File: src/hw/rtl/pra_pkg.sv
// Package for the binary PNM raster decoder: shared constants, codes and types.
// Depends on nothing; the front end, queue, divider, back end and top level import it.
package pra_pkg;

    localparam int CFG_DATA_W  = 16;
    localparam int CFG_IDX_W   = 2;
    localparam int CFG_FMT_W   = 3;
    localparam int CFG_SIZE_W  = 13;
    localparam int PIX_CNT_W   = 2 * CFG_SIZE_W;
    localparam int QUEUE_DEPTH = 4;
    localparam int QUEUE_PTR_W = $clog2(QUEUE_DEPTH);
    localparam int DIV_STEPS   = 8;
    localparam int DIV_CNT_W   = $clog2(DIV_STEPS + 1);

    localparam logic [31:0] PIX_BLACK    = 32'hff00_0000;
    localparam logic [31:0] PIX_WHITE    = 32'hffff_ffff;
    localparam logic [7:0]  ALPHA_OPAQUE = 8'hff;

    typedef enum logic [CFG_IDX_W-1:0] {
        CFG_PIXEL_FORMAT = 2'd0,
        CFG_MAX_VALUE    = 2'd1,
        CFG_IMAGE_WIDTH  = 2'd2,
        CFG_IMAGE_HEIGHT = 2'd3
    } t_cfg_reg;

    typedef enum logic [CFG_FMT_W-1:0] {
        FMT_BITMAP    = 3'd0,
        FMT_GREY      = 3'd1,
        FMT_RGB       = 3'd2,
        FMT_PACKED332 = 3'd3,
        FMT_RGBA      = 3'd4
    } t_pixel_format;

    typedef enum logic [2:0] {
        JOB_BITMAP,
        JOB_GREY,
        JOB_PACKED,
        JOB_RGB,
        JOB_RGBA
    } t_job_kind;

    // Channel bytes are held in processing order, channel 0 first.
    typedef struct packed {
        t_job_kind       kind;
        logic [3:0][7:0] data;
        logic [3:0]      count;
        logic            last;
    } t_job;

    typedef enum logic [2:0] {
        ST_FETCH,
        ST_BITS,
        ST_DIV_START,
        ST_DIV_WAIT,
        ST_EMIT
    } t_back_state;

    typedef struct packed {
        logic        start;
        logic [7:0]  sample;
        logic [15:0] divisor;
    } t_div_req;

    typedef struct packed {
        logic       done;
        logic [7:0] quotient;
    } t_div_rsp;

    function automatic logic [7:0] widen3(input logic [2:0] v);
        return {v, v, v[2:1]};
    endfunction

endpackage

File: src/hw/rtl/pra_byte_if.sv
// Stream interface carrying raster bytes into the decoder.
// Depends on nothing.
interface pra_byte_if;
    logic       valid;
    logic       ready;
    logic [7:0] raster_byte;

    modport source (output valid, output raster_byte, input ready);
    modport sink (input valid, input raster_byte, output ready);
endinterface

File: src/hw/rtl/pra_pixel_if.sv
// Stream interface carrying ARGB pixels out of the decoder.
// Depends on nothing.
interface pra_pixel_if;
    logic        valid;
    logic        ready;
    logic [31:0] pixel_argb;
    logic        last_pixel;

    modport source (output valid, output pixel_argb, output last_pixel, input ready);
    modport sink (input valid, input pixel_argb, input last_pixel, output ready);
endinterface

File: src/hw/rtl/pra_front.sv
// Front end of the decoder: configuration registers, byte gathering and pixel counting.
// Depends on pra_pkg and pra_byte_if; pushes one job per pixel group into the queue.
module pra_front import pra_pkg::*; #(
    parameter int MAX_WIDTH  = 4096,
    parameter int MAX_HEIGHT = 4096
) (
    input  logic                  i_clk,
    input  logic                  i_rst_n,
    input  logic                  i_cfg_we,
    input  logic [CFG_IDX_W-1:0]  i_cfg_index,
    input  logic [CFG_DATA_W-1:0] i_cfg_data,
    pra_byte_if.sink              i_byte,
    input  logic                  i_full,
    output logic                  o_push,
    output t_job                  o_job,
    output logic [15:0]           o_max_value
);

    logic [CFG_FMT_W-1:0]  r_fmt;
    logic [15:0]           r_max;
    logic [CFG_SIZE_W-1:0] r_width;
    logic [CFG_SIZE_W-1:0] r_height;
    logic [PIX_CNT_W-1:0]  r_total;
    logic [PIX_CNT_W-1:0]  n_total;
    logic                  r_settle;
    logic [PIX_CNT_W-1:0]  r_emitted;
    logic [1:0]            r_phase;
    logic [23:0]           r_gather;

    logic [CFG_SIZE_W-1:0] w_clamp;
    logic [CFG_SIZE_W-1:0] h_clamp;
    logic [PIX_CNT_W-1:0]  remaining;
    logic                  complete;
    logic                  accept;
    logic                  few;
    logic                  gather_load;
    logic                  phase_clr;
    logic [3:0]            adv;
    logic [7:0]            b;

    assign w_clamp = (r_width > MAX_WIDTH) ? CFG_SIZE_W'(MAX_WIDTH) : r_width;
    assign h_clamp = (r_height > MAX_HEIGHT) ? CFG_SIZE_W'(MAX_HEIGHT) : r_height;
    assign n_total = PIX_CNT_W'(w_clamp) * PIX_CNT_W'(h_clamp);

    assign remaining = r_total - r_emitted;
    assign complete  = r_emitted >= r_total;
    assign few       = remaining <= PIX_CNT_W'(8);
    assign b         = i_byte.raster_byte;

    assign i_byte.ready = !r_settle && !i_full;
    assign accept       = i_byte.valid && i_byte.ready;
    assign o_max_value  = r_max;

    always_comb begin
        o_push      = 1'b0;
        o_job.kind  = JOB_GREY;
        o_job.data  = {24'h00_0000, b};
        o_job.count = 4'd1;
        o_job.last  = remaining == PIX_CNT_W'(1);
        gather_load = 1'b0;
        phase_clr   = 1'b0;
        adv         = 4'd0;
        if (accept && !complete) begin
            case (r_fmt)
                FMT_BITMAP: begin
                    o_push      = 1'b1;
                    o_job.kind  = JOB_BITMAP;
                    o_job.count = few ? remaining[3:0] : 4'd8;
                    o_job.last  = few;
                    adv         = o_job.count;
                end
                FMT_GREY: begin
                    o_push = 1'b1;
                    adv    = 4'd1;
                end
                FMT_PACKED332: begin
                    o_push     = 1'b1;
                    o_job.kind = JOB_PACKED;
                    adv        = 4'd1;
                end
                FMT_RGB: begin
                    if (r_phase < 2'd2) begin
                        gather_load = 1'b1;
                    end else begin
                        o_push     = 1'b1;
                        o_job.kind = JOB_RGB;
                        o_job.data = {8'h00, b, r_gather[7:0], r_gather[15:8]};
                        phase_clr  = 1'b1;
                        adv        = 4'd1;
                    end
                end
                FMT_RGBA: begin
                    if (r_phase < 2'd3) begin
                        gather_load = 1'b1;
                    end else begin
                        o_push     = 1'b1;
                        o_job.kind = JOB_RGBA;
                        o_job.data = {b, r_gather[7:0], r_gather[15:8], r_gather[23:16]};
                        phase_clr  = 1'b1;
                        adv        = 4'd1;
                    end
                end
                default: begin
                    o_push = 1'b0;
                end
            endcase
        end
    end

    always_ff @(posedge i_clk) begin
        if (!i_rst_n) begin
            r_fmt     <= FMT_RGB;
            r_max     <= 16'd255;
            r_width   <= CFG_SIZE_W'(1);
            r_height  <= CFG_SIZE_W'(1);
            r_total   <= PIX_CNT_W'(1);
            r_settle  <= 1'b0;
            r_emitted <= '0;
            r_phase   <= 2'd0;
            r_gather  <= 24'h00_0000;
        end else begin
            r_total   <= n_total;
            r_settle  <= i_cfg_we;
            r_emitted <= r_emitted + PIX_CNT_W'(adv);
            if (gather_load) begin
                r_gather <= {r_gather[15:0], b};
                r_phase  <= r_phase + 2'd1;
            end else if (phase_clr) begin
                r_gather <= 24'h00_0000;
                r_phase  <= 2'd0;
            end
            if (i_cfg_we) begin
                case (i_cfg_index)
                    CFG_PIXEL_FORMAT: begin
                        r_fmt    <= i_cfg_data[CFG_FMT_W-1:0];
                        r_gather <= 24'h00_0000;
                        r_phase  <= 2'd0;
                    end
                    CFG_MAX_VALUE: begin
                        r_max <= i_cfg_data;
                    end
                    CFG_IMAGE_WIDTH: begin
                        r_width <= i_cfg_data[CFG_SIZE_W-1:0];
                    end
                    CFG_IMAGE_HEIGHT: begin
                        r_height <= i_cfg_data[CFG_SIZE_W-1:0];
                    end
                    default: begin
                        r_max <= r_max;
                    end
                endcase
            end
        end
    end

endmodule

File: src/hw/rtl/pra_job_fifo.sv
// Short job queue between the front and back ends of the decoder.
// Depends on pra_pkg for the job type and queue depth.
module pra_job_fifo import pra_pkg::*; (
    input  logic i_clk,
    input  logic i_rst_n,
    input  logic i_push,
    input  t_job i_job,
    output logic o_full,
    input  logic i_pop,
    output t_job o_job,
    output logic o_empty
);

    t_job                 r_mem [QUEUE_DEPTH];
    logic [QUEUE_PTR_W-1:0] r_wptr;
    logic [QUEUE_PTR_W-1:0] r_rptr;
    logic [QUEUE_PTR_W:0]   r_count;
    logic                   do_push;
    logic                   do_pop;

    assign o_full  = r_count == (QUEUE_PTR_W + 1)'(QUEUE_DEPTH);
    assign o_empty = r_count == '0;
    assign do_push = i_push && !o_full;
    assign do_pop  = i_pop && !o_empty;
    assign o_job   = r_mem[r_rptr];

    always_ff @(posedge i_clk) begin
        if (do_push) begin
            r_mem[r_wptr] <= i_job;
        end
    end

    always_ff @(posedge i_clk) begin
        if (!i_rst_n) begin
            r_wptr  <= '0;
            r_rptr  <= '0;
            r_count <= '0;
        end else begin
            if (do_push) begin
                r_wptr <= r_wptr + 1'b1;
            end
            if (do_pop) begin
                r_rptr <= r_rptr + 1'b1;
            end
            case ({do_push, do_pop})
                2'b10:   r_count <= r_count + 1'b1;
                2'b01:   r_count <= r_count - 1'b1;
                default: r_count <= r_count;
            endcase
        end
    end

endmodule

File: src/hw/rtl/pra_scale_div.sv
// Iterative channel scaler: computes min(255, sample * 255 / divisor), one quotient bit a cycle.
// Depends on pra_pkg for the request and response types.
module pra_scale_div import pra_pkg::*; (
    input  logic     i_clk,
    input  logic     i_rst_n,
    input  t_div_req i_req,
    output t_div_rsp o_rsp
);

    logic                 r_busy;
    logic                 r_done;
    logic [DIV_CNT_W-1:0] r_steps;
    logic [15:0]          r_rem;
    logic [22:0]          r_dsh;
    logic [7:0]           r_quot;
    logic                 r_sat;

    logic [15:0] numer;
    logic        sat;
    logic        fits;

    assign numer = {i_req.sample, 8'h00} - {8'h00, i_req.sample};
    assign sat   = {8'h00, numer} >= {i_req.divisor, 8'h00};
    assign fits  = {7'h00, r_rem} >= r_dsh;

    assign o_rsp.done     = r_done;
    assign o_rsp.quotient = r_sat ? 8'hff : r_quot;

    always_ff @(posedge i_clk) begin
        if (!i_rst_n) begin
            r_busy  <= 1'b0;
            r_done  <= 1'b0;
            r_steps <= '0;
        end else begin
            r_done <= 1'b0;
            if (i_req.start) begin
                r_busy  <= 1'b1;
                r_steps <= DIV_CNT_W'(DIV_STEPS);
            end else if (r_busy) begin
                r_steps <= r_steps - 1'b1;
                if (r_steps == DIV_CNT_W'(1)) begin
                    r_busy <= 1'b0;
                    r_done <= 1'b1;
                end
            end
        end
    end

    always_ff @(posedge i_clk) begin
        if (i_req.start) begin
            r_rem  <= numer;
            r_dsh  <= {i_req.divisor, 7'h00};
            r_quot <= 8'h00;
            r_sat  <= sat;
        end else if (r_busy) begin
            if (fits) begin
                r_rem <= r_rem - r_dsh[15:0];
            end
            r_quot <= {r_quot[6:0], fits};
            r_dsh  <= {1'b0, r_dsh[22:1]};
        end
    end

endmodule

File: src/hw/rtl/pra_back.sv
// Back end of the decoder: takes jobs from the queue, scales channels and drives pixels.
// Depends on pra_pkg, pra_pixel_if and pra_scale_div.
module pra_back import pra_pkg::*; (
    input  logic        i_clk,
    input  logic        i_rst_n,
    input  t_job        i_job,
    input  logic        i_empty,
    output logic        o_pop,
    input  logic [15:0] i_max_value,
    pra_pixel_if.source o_pixel
);

    t_back_state r_state;
    t_back_state n_state;
    t_job        r_job;
    logic [2:0]  r_idx;
    logic [7:0]  r_q [4];
    logic        r_out_valid;
    logic [31:0] r_out_pixel;
    logic        r_out_last;

    t_div_req    div_req;
    t_div_rsp    div_rsp;
    logic        slot_free;
    logic        bits_final;
    logic        chan_final;
    logic [2:0]  last_chan;
    logic        load;
    logic [31:0] load_pixel;
    logic        load_last;
    logic        idx_clr;
    logic        idx_inc;
    logic        q_wr;
    logic [31:0] assembled;

    pra_scale_div u_div (
        .i_clk   (i_clk),
        .i_rst_n (i_rst_n),
        .i_req   (div_req),
        .o_rsp   (div_rsp)
    );

    assign slot_free  = !r_out_valid || o_pixel.ready;
    assign bits_final = ({1'b0, r_idx} + 4'd1) == r_job.count;
    assign chan_final = r_idx == last_chan;

    assign o_pixel.valid      = r_out_valid;
    assign o_pixel.pixel_argb = r_out_pixel;
    assign o_pixel.last_pixel = r_out_last;

    always_comb begin
        case (r_job.kind)
            JOB_RGB:  last_chan = 3'd2;
            JOB_RGBA: last_chan = 3'd3;
            default:  last_chan = 3'd0;
        endcase
    end

    always_comb begin
        case (r_job.kind)
            JOB_PACKED: begin
                assembled = {ALPHA_OPAQUE, widen3(r_job.data[0][7:5]),
                             widen3(r_job.data[0][4:2]), {4{r_job.data[0][1:0]}}};
            end
            JOB_RGB: begin
                assembled = {ALPHA_OPAQUE, r_q[0], r_q[1], r_q[2]};
            end
            JOB_RGBA: begin
                assembled = {r_q[3], r_q[0], r_q[1], r_q[2]};
            end
            default: begin
                assembled = {ALPHA_OPAQUE, r_q[0], r_q[0], r_q[0]};
            end
        endcase
    end

    always_comb begin
        n_state = r_state;
        case (r_state)
            ST_FETCH: begin
                if (!i_empty) begin
                    case (i_job.kind)
                        JOB_BITMAP: n_state = ST_BITS;
                        JOB_PACKED: n_state = ST_EMIT;
                        default:    n_state = ST_DIV_START;
                    endcase
                end
            end
            ST_BITS: begin
                if (slot_free && bits_final) begin
                    n_state = ST_FETCH;
                end
            end
            ST_DIV_START: begin
                n_state = ST_DIV_WAIT;
            end
            ST_DIV_WAIT: begin
                if (div_rsp.done) begin
                    n_state = chan_final ? ST_EMIT : ST_DIV_START;
                end
            end
            ST_EMIT: begin
                if (slot_free) begin
                    n_state = ST_FETCH;
                end
            end
            default: begin
                n_state = ST_FETCH;
            end
        endcase
    end

    always_comb begin
        o_pop           = 1'b0;
        div_req.start   = 1'b0;
        div_req.sample  = r_job.data[r_idx[1:0]];
        div_req.divisor = (i_max_value == 16'd0) ? 16'd1 : i_max_value;
        load            = 1'b0;
        load_pixel      = assembled;
        load_last       = r_job.last;
        idx_clr         = 1'b0;
        idx_inc         = 1'b0;
        q_wr            = 1'b0;
        case (r_state)
            ST_FETCH: begin
                o_pop   = !i_empty;
                idx_clr = 1'b1;
            end
            ST_BITS: begin
                if (slot_free) begin
                    load       = 1'b1;
                    load_pixel = r_job.data[0][3'd7 - r_idx] ? PIX_BLACK : PIX_WHITE;
                    load_last  = r_job.last && bits_final;
                    idx_inc    = 1'b1;
                end
            end
            ST_DIV_START: begin
                div_req.start = 1'b1;
            end
            ST_DIV_WAIT: begin
                if (div_rsp.done) begin
                    q_wr    = 1'b1;
                    idx_inc = !chan_final;
                end
            end
            ST_EMIT: begin
                load = slot_free;
            end
            default: begin
                o_pop = 1'b0;
            end
        endcase
    end

    always_ff @(posedge i_clk) begin
        if (!i_rst_n) begin
            r_state     <= ST_FETCH;
            r_idx       <= 3'd0;
            r_out_valid <= 1'b0;
        end else begin
            r_state <= n_state;
            if (idx_clr) begin
                r_idx <= 3'd0;
            end else if (idx_inc) begin
                r_idx <= r_idx + 3'd1;
            end
            if (load) begin
                r_out_valid <= 1'b1;
            end else if (o_pixel.ready) begin
                r_out_valid <= 1'b0;
            end
        end
    end

    always_ff @(posedge i_clk) begin
        if (o_pop) begin
            r_job <= i_job;
        end
        if (q_wr) begin
            r_q[r_idx[1:0]] <= div_rsp.quotient;
        end
        if (load) begin
            r_out_pixel <= load_pixel;
            r_out_last  <= load_last;
        end
    end

endmodule

File: src/hw/rtl/pnm_raster_to_argb.sv
// Top level of the binary PNM raster decoder: raster bytes in, ARGB pixels out.
// Depends on pra_pkg, pra_byte_if, pra_pixel_if, pra_front, pra_job_fifo and pra_back.
//
// The front end takes one byte per cycle into a four-entry job queue when it has room,
// except in the cycle after a configuration write, when the byte port is held not ready
// while the pixel total is recomputed. The back end sets the sustained rate. A bitmap job
// is fetched and then gives one pixel per bit, fewer on the final byte of the image. A
// 3-3-2 byte is fetched and then emitted. Scaled channels go one at a time through a shared
// restoring divider: a grey, RGB or RGBA job is fetched, scaled and then emitted. An
// output register parts the back end from the pixel sink, so a waiting pixel transfer
// does not stop the queue from filling. The user writes configuration only while the
// block is idle, unenforced; writing the pixel format drops any partly gathered pixel.
module pnm_raster_to_argb import pra_pkg::*; #(
    parameter int MAX_WIDTH  = 4096,
    parameter int MAX_HEIGHT = 4096
) (
    input  logic                  i_clk,
    input  logic                  i_rst_n,
    input  logic                  i_cfg_we,
    input  logic [CFG_IDX_W-1:0]  i_cfg_index,
    input  logic [CFG_DATA_W-1:0] i_cfg_data,
    pra_byte_if.sink              i_byte,
    pra_pixel_if.source           o_pixel
);

    t_job        push_job;
    t_job        pop_job;
    logic        push;
    logic        pop;
    logic        full;
    logic        empty;
    logic [15:0] max_value;

    pra_front #(
        .MAX_WIDTH  (MAX_WIDTH),
        .MAX_HEIGHT (MAX_HEIGHT)
    ) u_front (
        .i_clk       (i_clk),
        .i_rst_n     (i_rst_n),
        .i_cfg_we    (i_cfg_we),
        .i_cfg_index (i_cfg_index),
        .i_cfg_data  (i_cfg_data),
        .i_byte      (i_byte),
        .i_full      (full),
        .o_push      (push),
        .o_job       (push_job),
        .o_max_value (max_value)
    );

    pra_job_fifo u_queue (
        .i_clk   (i_clk),
        .i_rst_n (i_rst_n),
        .i_push  (push),
        .i_job   (push_job),
        .o_full  (full),
        .i_pop   (pop),
        .o_job   (pop_job),
        .o_empty (empty)
    );

    pra_back u_back (
        .i_clk       (i_clk),
        .i_rst_n     (i_rst_n),
        .i_job       (pop_job),
        .i_empty     (empty),
        .o_pop       (pop),
        .i_max_value (max_value),
        .o_pixel     (o_pixel)
    );

endmodule
File: src/flat_wrapper.sv
// flat-port wrapper written by rule: the top's interface ports become plain ports
module pnm_raster_to_argb_flat import pra_pkg::*;
#(
    parameter int MAX_WIDTH  = 4096,
    parameter int MAX_HEIGHT = 4096
)
  (i_clk, i_rst_n, i_cfg_we, i_cfg_index, i_cfg_data, i_byte_valid, i_byte_raster_byte, i_byte_ready, o_pixel_valid, o_pixel_pixel_argb, o_pixel_last_pixel, o_pixel_ready);
  pra_byte_if i_byte_i ();
  pra_pixel_if o_pixel_i ();
  input  logic i_clk;
  input  logic i_rst_n;
  input  logic i_cfg_we;
  input  logic [CFG_IDX_W-1:0] i_cfg_index;
  input  logic [CFG_DATA_W-1:0] i_cfg_data;
  input wire logic [$bits(i_byte_i.valid)-1:0] i_byte_valid;
  input wire logic [$bits(i_byte_i.raster_byte)-1:0] i_byte_raster_byte;
  output wire logic [$bits(i_byte_i.ready)-1:0] i_byte_ready;
  output wire logic [$bits(o_pixel_i.valid)-1:0] o_pixel_valid;
  output wire logic [$bits(o_pixel_i.pixel_argb)-1:0] o_pixel_pixel_argb;
  output wire logic [$bits(o_pixel_i.last_pixel)-1:0] o_pixel_last_pixel;
  input wire logic [$bits(o_pixel_i.ready)-1:0] o_pixel_ready;
  assign i_byte_i.valid = i_byte_valid;
  assign i_byte_i.raster_byte = i_byte_raster_byte;
  assign i_byte_ready = i_byte_i.ready;
  assign o_pixel_valid = o_pixel_i.valid;
  assign o_pixel_pixel_argb = o_pixel_i.pixel_argb;
  assign o_pixel_last_pixel = o_pixel_i.last_pixel;
  assign o_pixel_i.ready = o_pixel_ready;
  pnm_raster_to_argb #(.MAX_WIDTH(MAX_WIDTH), .MAX_HEIGHT(MAX_HEIGHT)) u_core (.i_clk(i_clk), .i_rst_n(i_rst_n), .i_cfg_we(i_cfg_we), .i_cfg_index(i_cfg_index), .i_cfg_data(i_cfg_data), .i_byte(i_byte_i), .o_pixel(o_pixel_i));
endmodule
File: config.mk
export PLATFORM = sky130hd
export DESIGN_NAME = pnm_raster_to_argb_flat
export DESIGN_NICKNAME = d
export VERILOG_FILES = /design/src/hw/rtl/pra_pkg.sv /design/src/hw/rtl/pra_byte_if.sv /design/src/hw/rtl/pra_pixel_if.sv /design/src/hw/rtl/pra_front.sv /design/src/hw/rtl/pra_job_fifo.sv /design/src/hw/rtl/pra_scale_div.sv /design/src/hw/rtl/pra_back.sv /design/src/hw/rtl/pnm_raster_to_argb.sv /design/src/flat_wrapper.sv
export SDC_FILE = /design/constraint.sdc
export NUM_CORES = 1
export LEC_CHECK = 0
export ABC_AREA = 1
export ABC_CLOCK_PERIOD_IN_PS = 6380
export BUFFER_PORTS_ARGS = -buffer_cell sky130_fd_sc_hd__buf_4
export CORE_MARGIN = 2
export CORE_UTILIZATION = 60
export DETAILED_ROUTE_END_ITERATION = 8
export PLACE_DENSITY = 0.77
export SLEW_MARGIN = 20
export SYNTH_ARGS = -nofsm -noshare
export SYNTH_HDL_FRONTEND = slang
export SYNTH_SLANG_ARGS = --single-unit
File: constraint.sdc
create_clock -name i_clk -period 6.38 [get_ports i_clk]
set_input_delay 0.638 -clock i_clk [delete_from_list [all_inputs] [get_ports i_clk]]
set_output_delay 0.638 -clock i_clk [all_outputs]
set_load 0.05 [all_outputs]
### After elaboration in Yosys (flattened, before gate mapping)

Memory sizes are Yosys's and may differ from the RTL's. A register that Yosys moved wholly into a read port is not among the register bits.
Index checks and enable logic that the tools add are counted.

* flip-flop bits (word level): 265
* bits in latches: 0
* RAM bits: 192
* ROM bits: 0
* output and inout port bits: 35
* logic and storage cells: 202
* memories kept: 2

Memory list
* u_core.u_queue.r_mem: words 4, width 40, rd ports 1, clocked after Yosys merged registers in 1, write ports 1, line pra_job_fifo.sv:14 `t_job r_mem [QUEUE_DEPTH];`
* u_core.u_back.r_q: words 4, width 8, rd ports 4, clocked after Yosys merged registers in 0, write ports 1, line pra_back.sv:17 `logic [7:0] r_q [4];`

* add/sub/neg operators: 13
* $mul: 1
* div/mod/pow operators: 0
* order comparisons: 10
* equal/unequal tests: 26
* shift-type cells: 0
* mux-type cells: 80
* bitwise logic cells: 2
* reductions and logical operators: 35

Operators by type and width (count)
* 24-bit two-way mux: 5
* 32-bit one-hot mux with 3 select lines: 1
* 16-bit two-way mux: 4
* 32-bit two-way mux: 2
* 32-bit one-hot mux with 2 select lines: 1
* 23-bit two-way mux: 2
* 40-bit two-way mux: 1
* 35-bit two-way mux: 1
* 34-bit two-way mux: 1
* 1-bit two-way mux: 29
* 26-bit by 4-bit adder with 26-bit output: 1
* 26-bit by 1-bit == test with 1-bit output (second input constant): 1
* 26-bit >= comparator: 1
* 13-bit > comparator (second input constant): 2
* 26-bit by 4-bit <= comparator with 1-bit output (second input constant): 1
* 13-bit by 13-bit multiplier with 26-bit output: 1
* 13-bit two-way mux: 2
* 26-bit subtractor: 1
* 16-bit by 24-bit >= comparator with 1-bit output: 1
* 16-bit by 23-bit >= comparator with 1-bit output: 1
* 3-bit by 2-bit == test with 1-bit output (second input constant): 7
* 8-bit binary-select mux with 2-bit select: 1
* 16-bit logical NOT: 1
* 4-bit two-way mux: 4
* 43 further kinds: 95

### Depth between registers and ports, before layout

Gate-level depths: netlist (run 1).

* depth in word-level cells: 10
* depth in mapped cells: 34
* depth with buffers taken out: 34

### Modules after synthesis

Synthesis (run 1) repeated with hierarchy kept, for this count alone.

* cells, all modules: 3248
* area total of the unflattened synthesis: 28000.6 µm²

By module, submodules not included
* pra_front: instances 1, cells an instance 1904, area each 12987.5 µm²
* pra_job_fifo: instances 1, cells an instance 457, area each 6556.3 µm²
* pra_back: instances 1, cells an instance 417, area each 4864.7 µm²
* pra_scale_div: instances 1, cells an instance 470, area each 3592.2 µm²

### Least setup slack after synthesis (run 1)

OpenSTA, ideal clock, no wires.

* path type: reg2reg
* from: register u_core.u_front.r_width[0]
* to: register u_core.u_front.r_total[22]
* setup time: 71 ps
* arrival: 5591 ps
* data required time: 6309 ps
* slack: 718 ps
* stages on the path, launching flop included: 29
* buffers on the path: 1
* clock period less this slack: 5662 ps
* path through: dfxtp_1 -> nor4_1 -> nand3_1 -> nand2_1 -> inv_1 -> clkbuf_1 -> nor2_1 -> nand2_1 -> fa_1 -> inv_1 -> fa_1 -> inv_1 -> fa_1 -> inv_1 -> fa_1 -> inv_1 -> fa_1 -> inv_1 -> ha_1 -> nand2_1 -> o21ai_0 -> a21oi_1 -> inv_1 -> a21oi_1 -> o21ai_0 -> nand3_1 -> nand2_1 -> nand2_1 -> a21oi_1

* longest elaborated chain between the ends: 3

RTL lines
* from (decl): line pra_front.sv:21 `logic [CFG_SIZE_W-1:0] r_width;`
* from (signal assigned): line pra_front.sv:143 `r_width <= i_cfg_data[CFG_SIZE_W-1:0];`
* 13-bit > comparator: line pra_front.sv:41 `assign w_clamp = (r_width > MAX_WIDTH) ? CFG_SIZE_W'(MAX_WIDTH) : r_width;`
* 13-bit two-way mux (*): line pra_front.sv:41
* 13-bit by 13-bit multiplier with 26-bit output (*): line pra_front.sv:43 `assign n_total = PIX_CNT_W'(w_clamp) * PIX_CNT_W'(h_clamp);`
* to (signal assigned): line pra_front.sv:122 `r_total <= n_total;`
* to (decl): line pra_front.sv:23 `logic [PIX_CNT_W-1:0] r_total;`

Every way passes the cells marked *; elsewhere a longest branch is shown, timed or not.
A chain may end at the register's enable or synchronous reset.

### Final worst setup path (run 1)

* from: register u_core.u_front.r_width[4]
* to: register u_core.u_front.r_total[25]

Same word-level chain as after synthesis.

==> impl_metrics.ini, run 1 <==
[run_status]
status = finished, final reports clean

[synth]
syn-instance-count = 3054
synth_edf_count = 298
synth_nets = 3349
synth_cell_types = 57
yosysSeqAreaShare = 0.454
synth_area_um2 = 26800
synth_async_sr_flop_share = 0
synth_flop_cell = edfxtp_1
yosysWarnings = 0
synth_seq_cells = 459
syn_avg_cell_area_um2 = 8.78

[final_layout]
regArea_um2 = 12200
n_antenna_cell = 0
final_nets = 3416
finalNonFillerCells = 3752
syn2layout_area_growth_pct = 11.0
fillers = 3516
drive_above_1_share = 0.0750
multi_input_area_um2 = 12400

[route]
ant_nets = 0
vias = 21300
routed_wl_mm = 66.7
via_per_inst = 5.66
dr.first_iter.drc_count = 1992
wl_per_cell_um = 17.8
first_pass_iters = 5
drc = 0

[sta]
slew_violations = 0
fmax_ghz = 0.166
fin_skew_ps = 47.9
min_period_over_period = 0.942
final_hold_viol_count = 0
tightest_slew_ps = 968
tns_ps = 0
relSlewSlack = 0.353
fin_crit_ps = 6010
rsz0062_at_grt = false
setup_viol = 0

[placed_design]
routabilityCongestion = 0.949
portBuffers = 65
dp.cells = 3661
dp_hpwl_mm = 48.1

[power_and_ir_drop]
peakVddDrop_mv = 0.269
p_leak_uw = 0.0129
p_per_area_nw_per_um2 = 347

[critical_path]
cp.arrival_ps = 6490
critPathCaptureType = flop
critPathLaunchType = flop
critical_path.max_fanout = 11
ff2ff_path_depth = 25
cp.required_ps = 6870
critPathKind = flop to flop

[hold_path]
hp-class = input port to flop
holdPathStages = 3

[die]
core_um2 = 44100
start_util = 0.608
die_x_um = 215
die_h_um = 215
fp.dieArea_um2 = 46400
ios = 66
std_cell_rows = 77

[global_routing]
grt_pass1_wl_mm = 108
grt_pass1_vias = 20800
overflow = 0
antenna_found_initial = 0
grt_max_degree = 86
track_usage = 0.291

[clocking]
htreeDepth = 2
clock_path_buffers = 3
clk_latency_ps = 600
root_buffer = clkbuf_16
cts.sinks = 459
ctsHoldBuffers = 0
cts.reportedPaths.clkPinSlew_ps = 70
cts_buffers = 47
cts_tree = done

[run]
maxCapViolations = 0
==> cells by family (layout without fill, tap and decap cells) <==
group           Yosys count  after routing  share of synthesized area
buf+inv                 617            723                     0.0878
compound gates          547            547                      0.117
simple gates           1141           1141                      0.174
fa+ha+maj               264            264                      0.158
xor+xnor                 26             26                    0.00849
flops                   459            459                      0.454
==> area by class of cell <==
type                    instances  area share
multi-input cells            1978       0.417
flip-flops and latches        459       0.409
inverters                     531      0.0671
clock buffers                  64      0.0441
repair buffers                104      0.0278
well taps                     592      0.0249
clock inverters                24      0.0100
==> critical path: stages (launching register included) <==
cell        delay (ps)
dfxtp_1            320
nor4_1             330
nand3_1            110
nand2_1            140
clkinvlp_4         120
buf_12             160
nor2_2             220
buf_4              230
nand2_1            100
fa_1               550
inv_1               60
fa_1               520
fa_1               440
fa_1               560
inv_1               60
fa_1               540
inv_1               40
ha_1               360
a21oi_1            230
o21ai_0            140
a21oi_1            180
nand3_1            160
nand3_1            100
nand2_1             60
o21ai_0            150
a21oi_1             50
==> path summary, 6_finish.rpt <==
path	slack [ps]	to	startpoint
worst max-delay path	370	u_core.u_front.r_total[25]	u_core.u_front.r_width[4]
worst max register to register	370	u_core.u_front.r_total[25]	u_core.u_front.r_width[4]
worst min register to register	470	u_core.u_front.r_phase[0]	u_core.u_front.r_phase[0]
worst min-delay path	280	u_core.u_front.o_max_value[13]	i_cfg_data[13]
==> cell usage in the layout (no fill, tap or decap), drive strengths merged, types with 11 or more instances in the layout <==
| cell | instances |
|---|---|
| nand2 | 598 |
| inv | 528 |
| nor2 | 365 |
| edfxtp | 298 |
| o21ai | 216 |
| a21oi | 168 |
| dfxtp | 161 |
| ha | 139 |
| fa | 125 |
| buf | 104 |
| nand3 | 75 |
| clkbuf | 64 |
| o22ai | 44 |
| a22oi | 30 |
| nand4 | 25 |
| nor3 | 25 |
| a211oi | 19 |
| nor4 | 19 |
| clkinv | 18 |
| or2 | 17 |
| xor2 | 15 |
| o211ai | 12 |
| a22o | 12 |
| xnor2 | 11 |
| o21a | 11 |
==> routing by layer <==
metal | track usage | vias to the layer above | part of all wire
li1 | - | 10100 | -
met1 | 0.421 | 10200 | 0.44
met2 | 0.462 | 831 | 0.46
met3 | 0.0447 | 119 | 0.076
met4 | 0.0756 | 0 | 0.021
met5 | 0 | - | 0
==> Yosys cell counts (9+ instances only) <==
| library cell | number | area share |
|---|---|---|
| a211oi_1 | 19 | 0.0053 |
| a21oi_1 | 167 | 0.031 |
| a22o_1 | 12 | 0.0039 |
| a22oi_1 | 30 | 0.0084 |
| clkbuf_1 | 71 | 0.0099 |
| dfxtp_1 | 161 | 0.12 |
| edfxtp_1 | 298 | 0.33 |
| fa_1 | 125 | 0.093 |
| ha_1 | 139 | 0.065 |
| inv_1 | 520 | 0.073 |
| nand2_1 | 592 | 0.083 |
| nand3_1 | 75 | 0.014 |
| nand3b_1 | 9 | 0.0025 |
| nand4_1 | 25 | 0.0058 |
| nor2_1 | 359 | 0.050 |
| nor3_1 | 24 | 0.0045 |
| nor4_1 | 19 | 0.0044 |
| o211ai_1 | 12 | 0.0034 |
| o21a_1 | 11 | 0.0031 |
| o21ai_0 | 214 | 0.040 |
| o22ai_1 | 44 | 0.010 |
| or2_2 | 16 | 0.0037 |
| xnor2_1 | 11 | 0.0036 |
| xor2_1 | 15 | 0.0049 |
==> repair_timing <==
action                                  in CTS  in global routing
setup buffers                                0                  1
endpoints found under the setup margin       0                 11
hold endpoints to repair                     0                  0
gates resized for setup                      0                 23
==> registers in the layout, summed over array words and instances (netlist names), 16 cells and up, named ones only <==
signal	flops
u_core.u_back.o_pixel.pixel_argb	32
u_core.u_back.r_job	40
u_core.u_back.r_q	32
u_core.u_back.u_div.r_dsh	23
u_core.u_back.u_div.r_rem	16
u_core.u_front.o_max_value	16
u_core.u_front.r_emitted	26
u_core.u_front.r_gather	24
u_core.u_front.r_total	26
u_core.u_queue.r_mem	160
==> metrics by stage <==
stage               worst slack (ps)  area, um2  total power [uW]  hold WS, ps  utilization
finish                           372      29800             10300          277        0.674
global route                    15.5      29800             10900          274        0.674
CTS                              252      29600             10300          268        0.671
detailed placement               248      28000              7440          456        0.635
global placement                 375      28000              7310          439        0.635
floorplan                        718      26800              6490          428            -
==> power breakdown <==
part	total [uW]	internal, uW	switching, uW
clock	2840	1660	1180
sequential	3960	3770	190
combinational	3530	1080	2450
total	10300	6510	3820
Note: power is estimated with default switching activity, not from simulation.
==> inputs of run 2 (changes only) <==
- PLACE_DENSITY: 0.77 -> 0.74
==> impl_metrics.ini, run 2 (same netlist as run 1, synthesis figures left out) <==
[final_layout]
top_regs = u_core.u_queue.r_mem: 160 flops, u_core.u_back.r_job: 40 flops
drive_above_1_share = 0.0743
n_antenna_cell = 0
syn2layout_area_growth_pct = 10.4
largest_reg_flops = 160
final_nets = 3419
mostFrequentLayoutCell = nand2_1
layout_common_cells = 591 x nand2_1, 519 x inv_1, 347 x nor2_1, 298 x edfxtp_1, 211 x o21ai_0
top_register = u_core.u_queue.r_mem
utilization = 0.671

[die]
fp.dieArea_um2 = 46400
die_x_um = 215
die_h_um = 215
start_util = 0.608
std_cell_rows = 77
core_um2 = 44100
ios = 66

[clocking]
postCtsSetupBuffers = 0
htreeDepth = 2
cts_tree = done
cts_buffers = 47
cts.reportedPaths.clkPinSlew_ps = 70
clock_path_buffers = 3
cts.sinks = 459
root_buffer = clkbuf_16
clk_latency_ps = 600

[sta]
relSlewSlack = 0.279
fmax_ghz = 0.168
fin_skew_ps = 45.9
fin_hold_ws_ps = 297
tightest_slew_ps = 1080
slew_violations = 0
min_period_over_period = 0.934
setup_viol = 0
final_hold_viol_count = 0
fin_crit_ps = 5960

[placed_design]
dp_hpwl_mm = 47.5
portBuffers = 65
routabilityCongestion = 0.950

[run_status]
status = finished, final reports clean

[route]
first_pass_iters = 6
dr.first_iter.drc_count = 2046
vias = 21200
ant_nets = 0
drc = 0
wl_per_cell_um = 17.6
routed_wl_mm = 66.2
via_per_inst = 5.63

[critical_path]
critical_path.max_fanout = 7
reg2reg_slack_ps = 420
critPathKind = flop to flop
cp.required_ps = 6910
critPathLaunchType = flop
cp.arrival_ps = 6490
critPathCaptureType = flop

[power_and_ir_drop]
p_leak_uw = 0.0129
p_per_area_nw_per_um2 = 342
peakVddDrop_mv = 0.236
power_uw = 10100

[hold_path]
hp-class = input port to flop

[global_routing]
grt_pass1_vias = 20600
grt_max_degree = 86
track_usage = 0.287
grt_pass1_wl_mm = 107
antenna_found_initial = 0
overflow = 0

[run]
maxCapViolations = 0
## run 2: cell count changes in the layout (fill, tap and decap cells not counted), moves of 2 or more
cell,delta
buf_4,+4
clkinvlp_4,-2
buf_12,-2
clkinv_2,+4
inv_4,+3
clkinv_1,+3
nor2_4,-4
bufinv_16,-4
nor2_1,+4
## run 2: layout make-up
| type | instances | area (um2) |
|---|---|---|
| clock buffers | 62 | 1270 |
| repair inverters | 1 | 5.00 |
| clock inverters | 26 | 200 |
| flip-flops and latches | 459 | 12200 |
| repair buffers | 106 | 816 |
| multi-input cells | 1978 | 12400 |
| inverters | 531 | 2000 |
| fillers | 3671 | 14500 |
| well taps | 592 | 741 |
## run 2: stage by stage
step | TNS, ps | worst slack [ps] | instance area (um2) | instances
global route | -7.46 | -6.85 | 29600 | 3755
CTS | 0 | 284 | 29500 | 3753
detailed placement | 0 | 277 | 28000 | 3665
global placement | 0 | 426 | 28000 | 3665
floorplan | 0 | 718 | 26800 | 3054
finish | 0 | 420 | 29600 | 3755
## run 2: worst paths after layout
path                                                    start                             end  cells after the start
worst min register to register  u_core.u_back.u_div.r_quot[0]   u_core.u_back.u_div.r_quot[0]                      2
worst max register to register      u_core.u_front.r_width[8]      u_core.u_front.r_total[24]                     22
worst min-delay path                           i_cfg_data[13]  u_core.u_front.o_max_value[13]                      3
worst max-delay path                u_core.u_front.r_width[8]      u_core.u_front.r_total[24]                     22
## run 2: what timing repair did
| action | CTS | global route |
|---|---|---|
| hold buffers | 0 | 0 |
| resized for setup | 0 | 19 |
| setup endpoints to repair | 0 | 10 |
## run 2: worst max-delay path: stages, from the launching register on
cell	delay, ps
dfxtp_1	330
nor4_2	300
nand3_1	130
nand2_2	130
clkinvlp_2	230
nor2_2	280
buf_4	210
nand2_1	90
fa_1	520
fa_1	520
inv_1	60
fa_1	470
fa_1	560
inv_1	60
fa_1	530
inv_1	40
ha_1	350
nand2_1	100
o21ai_1	250
a21oi_1	110
o311ai_1	330
o21ai_0	140
a21oi_1	180
## run 2: where the power goes
part / switching, uW / internal (uW)
logic: 2430 / 1080
clock network: 1170 / 1460
registers: 196 / 3780
## run 2: per-layer routing
| metal | vias to the layer above | GRT usage | part of all wire |
|---|---|---|---|
| li1 | 10100 | - | - |
| met1 | 10100 | 0.414 | 0.44 |
| met2 | 788 | 0.451 | 0.45 |
| met3 | 118 | 0.0564 | 0.082 |
| met4 | 0 | 0.0713 | 0.022 |
| met5 | - | 0 | 0 |
==> inputs of run 3 (changes only) <==
- CTS_BUF_LIST: unset -> sky130_fd_sc_hd__clkbuf_8
==> impl_metrics.ini, run 3 (same netlist as run 1, synthesis figures left out) <==
[die]
die_x_um = 215
die_h_um = 215
fp.dieArea_um2 = 46400
core_um2 = 44100
std_cell_rows = 77
start_util = 0.608
ios = 66

[critical_path]
cp.arrival_ps = 6620
critical_path.max_fanout = 6
crit_path_frequent_cell = fa_1
cp.required_ps = 6970
critPathCaptureType = flop
max_stage_delay_ps = 580
critPathKind = flop to flop
crit_chain = nor4_2, nand3_1, nand2_2, clkinvlp_2, nor2_2, inv_1, nor2_1, fa_1, fa_1, fa_1, fa_1, inv_1, fa_1, inv_1, ha_1, nand2_1, o21ai_1, a21oi_1, o311ai_1, o21ai_0, a21oi_1
critPathLaunchType = flop
crit_slowest_cell = fa_1

[placed_design]
portBuffers = 65
dp.cells = 3665
routabilityCongestion = 0.950
dp_hpwl_mm = 47.5

[sta]
min_period_over_period = 0.946
tns_ps = 0
tightest_slew_ps = 1080
fin_skew_ps = 37.2
setup_viol = 0
final_hold_viol_count = 0
fin_hold_ws_ps = 226
relSlewSlack = 0.281
slew_violations = 0
fin_crit_ps = 6030
rsz0062_at_grt = true
fmax_ghz = 0.166

[global_routing]
grt_pass1_wl_mm = 107
overflow = 0
grt_pass1_vias = 20700
antenna_found_initial = 0
grt_max_degree = 86
track_usage = 0.288

[clocking]
cts.reportedPaths.clkPinSlew_ps = 80
htreeDepth = 3
root_buffer = clkbuf_8
cts.sinks = 459
cts_tree = done
clk_latency_ps = 660
cts_buffers = 77
clock_path_buffers = 3

[final_layout]
final_nets = 3451
syn2layout_area_growth_pct = 10.4
largest_reg_flops = 160
layout_common_cells = 591 x nand2_1, 553 x inv_1, 347 x nor2_1, 298 x edfxtp_1, 211 x o21ai_0
fillers = 3690
drive_above_1_share = 0.0836
n_antenna_cell = 0
mostFrequentLayoutCell = nand2_1
top_register = u_core.u_queue.r_mem
top_regs = u_core.u_queue.r_mem: 160 flops, u_core.u_back.r_job: 40 flops
finalNonFillerCells = 3808

[power_and_ir_drop]
power_uw = 9960
p_leak_uw = 0.0130
p_per_area_nw_per_um2 = 336
peakVddDrop_mv = 0.233

[hold_path]
hp-class = input port to flop

[route]
drc = 0
vias = 21200
via_per_inst = 5.56
ant_nets = 0
first_pass_iters = 6
dr.first_iter.drc_count = 2066
routed_wl_mm = 66.2
wl_per_cell_um = 17.4

[run]
maxCapViolations = 0

[run_status]
status = finished, final reports clean
-- run 3: cell types whose count changed in the layout (fill, tap and decap cells not counted), moves of 2 or more --
cell,before,now
buf_4,105,107
clkbuf_1,11,0
clkbuf_16,47,0
clkbuf_8,4,86
clkinv_1,11,8
clkinv_2,11,7
clkinvlp_4,1,3
inv_1,519,553
inv_4,3,0
-- run 3: critical path, delay by kind of cell, from the launching register on --
kind / cells / cell delay, ps
adders and majority gates: 6 / 2990
and+or+nand+nor: 6 / 1140
DFF: 1 / 330
buffers and inverters: 4 / 510
AOI/OAI and AO/OA: 5 / 1010
-- run 3: worst paths after layout --
kind	startpoint	end	slack, ps	cells past startpoint
setup reg to reg	u_core.u_front.r_width[8]	u_core.u_front.r_total[24]	350	21
hold reg to reg	u_core.u_front.r_gather[22]	u_core.u_front.r_gather[22]	460	2
setup / recovery	u_core.u_front.r_width[8]	u_core.u_front.r_total[24]	350	21
hold / removal	i_cfg_data[14]	u_core.u_front.o_max_value[14]	230	3
-- run 3: final cells by class --
cell class                      count  area, um2  share of cell area
Multi-Input combinational cell   1978      12400               0.419
Sequential cell                   459      12200               0.411
Inverter                          531       2000              0.0675
Clock buffer                       86       1180              0.0400
Timing Repair Buffer              108        831              0.0281
Tap cell                          592        741              0.0250
Clock inverter                     53        279             0.00943
Timing Repair inverter              1       5.00            0.000169
-- run 3: repair_timing --
action / in CTS / in global routing
setup endpoints to repair: 0 / 11
resized for setup: 0 / 20
setup buffers: 0 / 2
hold buffers: 0 / 0
-- run 3: report_power, final --
part | switching, uW | internal [uW]
registers | 195 | 3780
logic | 2420 | 1080
clock network | 1200 | 1290
total | 3820 | 6140
-- run 3: metal layers --
layer  part of all wire  GRT usage  routed length [um]
met5                  0          0                   0
met4              0.021     0.0855                1400
met3              0.077     0.0500                5120
met2               0.45      0.445               30000
met1               0.45      0.419               29700
-- run 3: stage by stage --
step           utilization  setup slack, ps  cell area (um2)
2_1_floorplan            -              718            26800
3_3_place_gp         0.635              426            28000
3_5_place_dp         0.635              277            28000
4_1_cts              0.668              225            29500
5_1_grt              0.671            -53.8            29600
6_report             0.671              345            29600
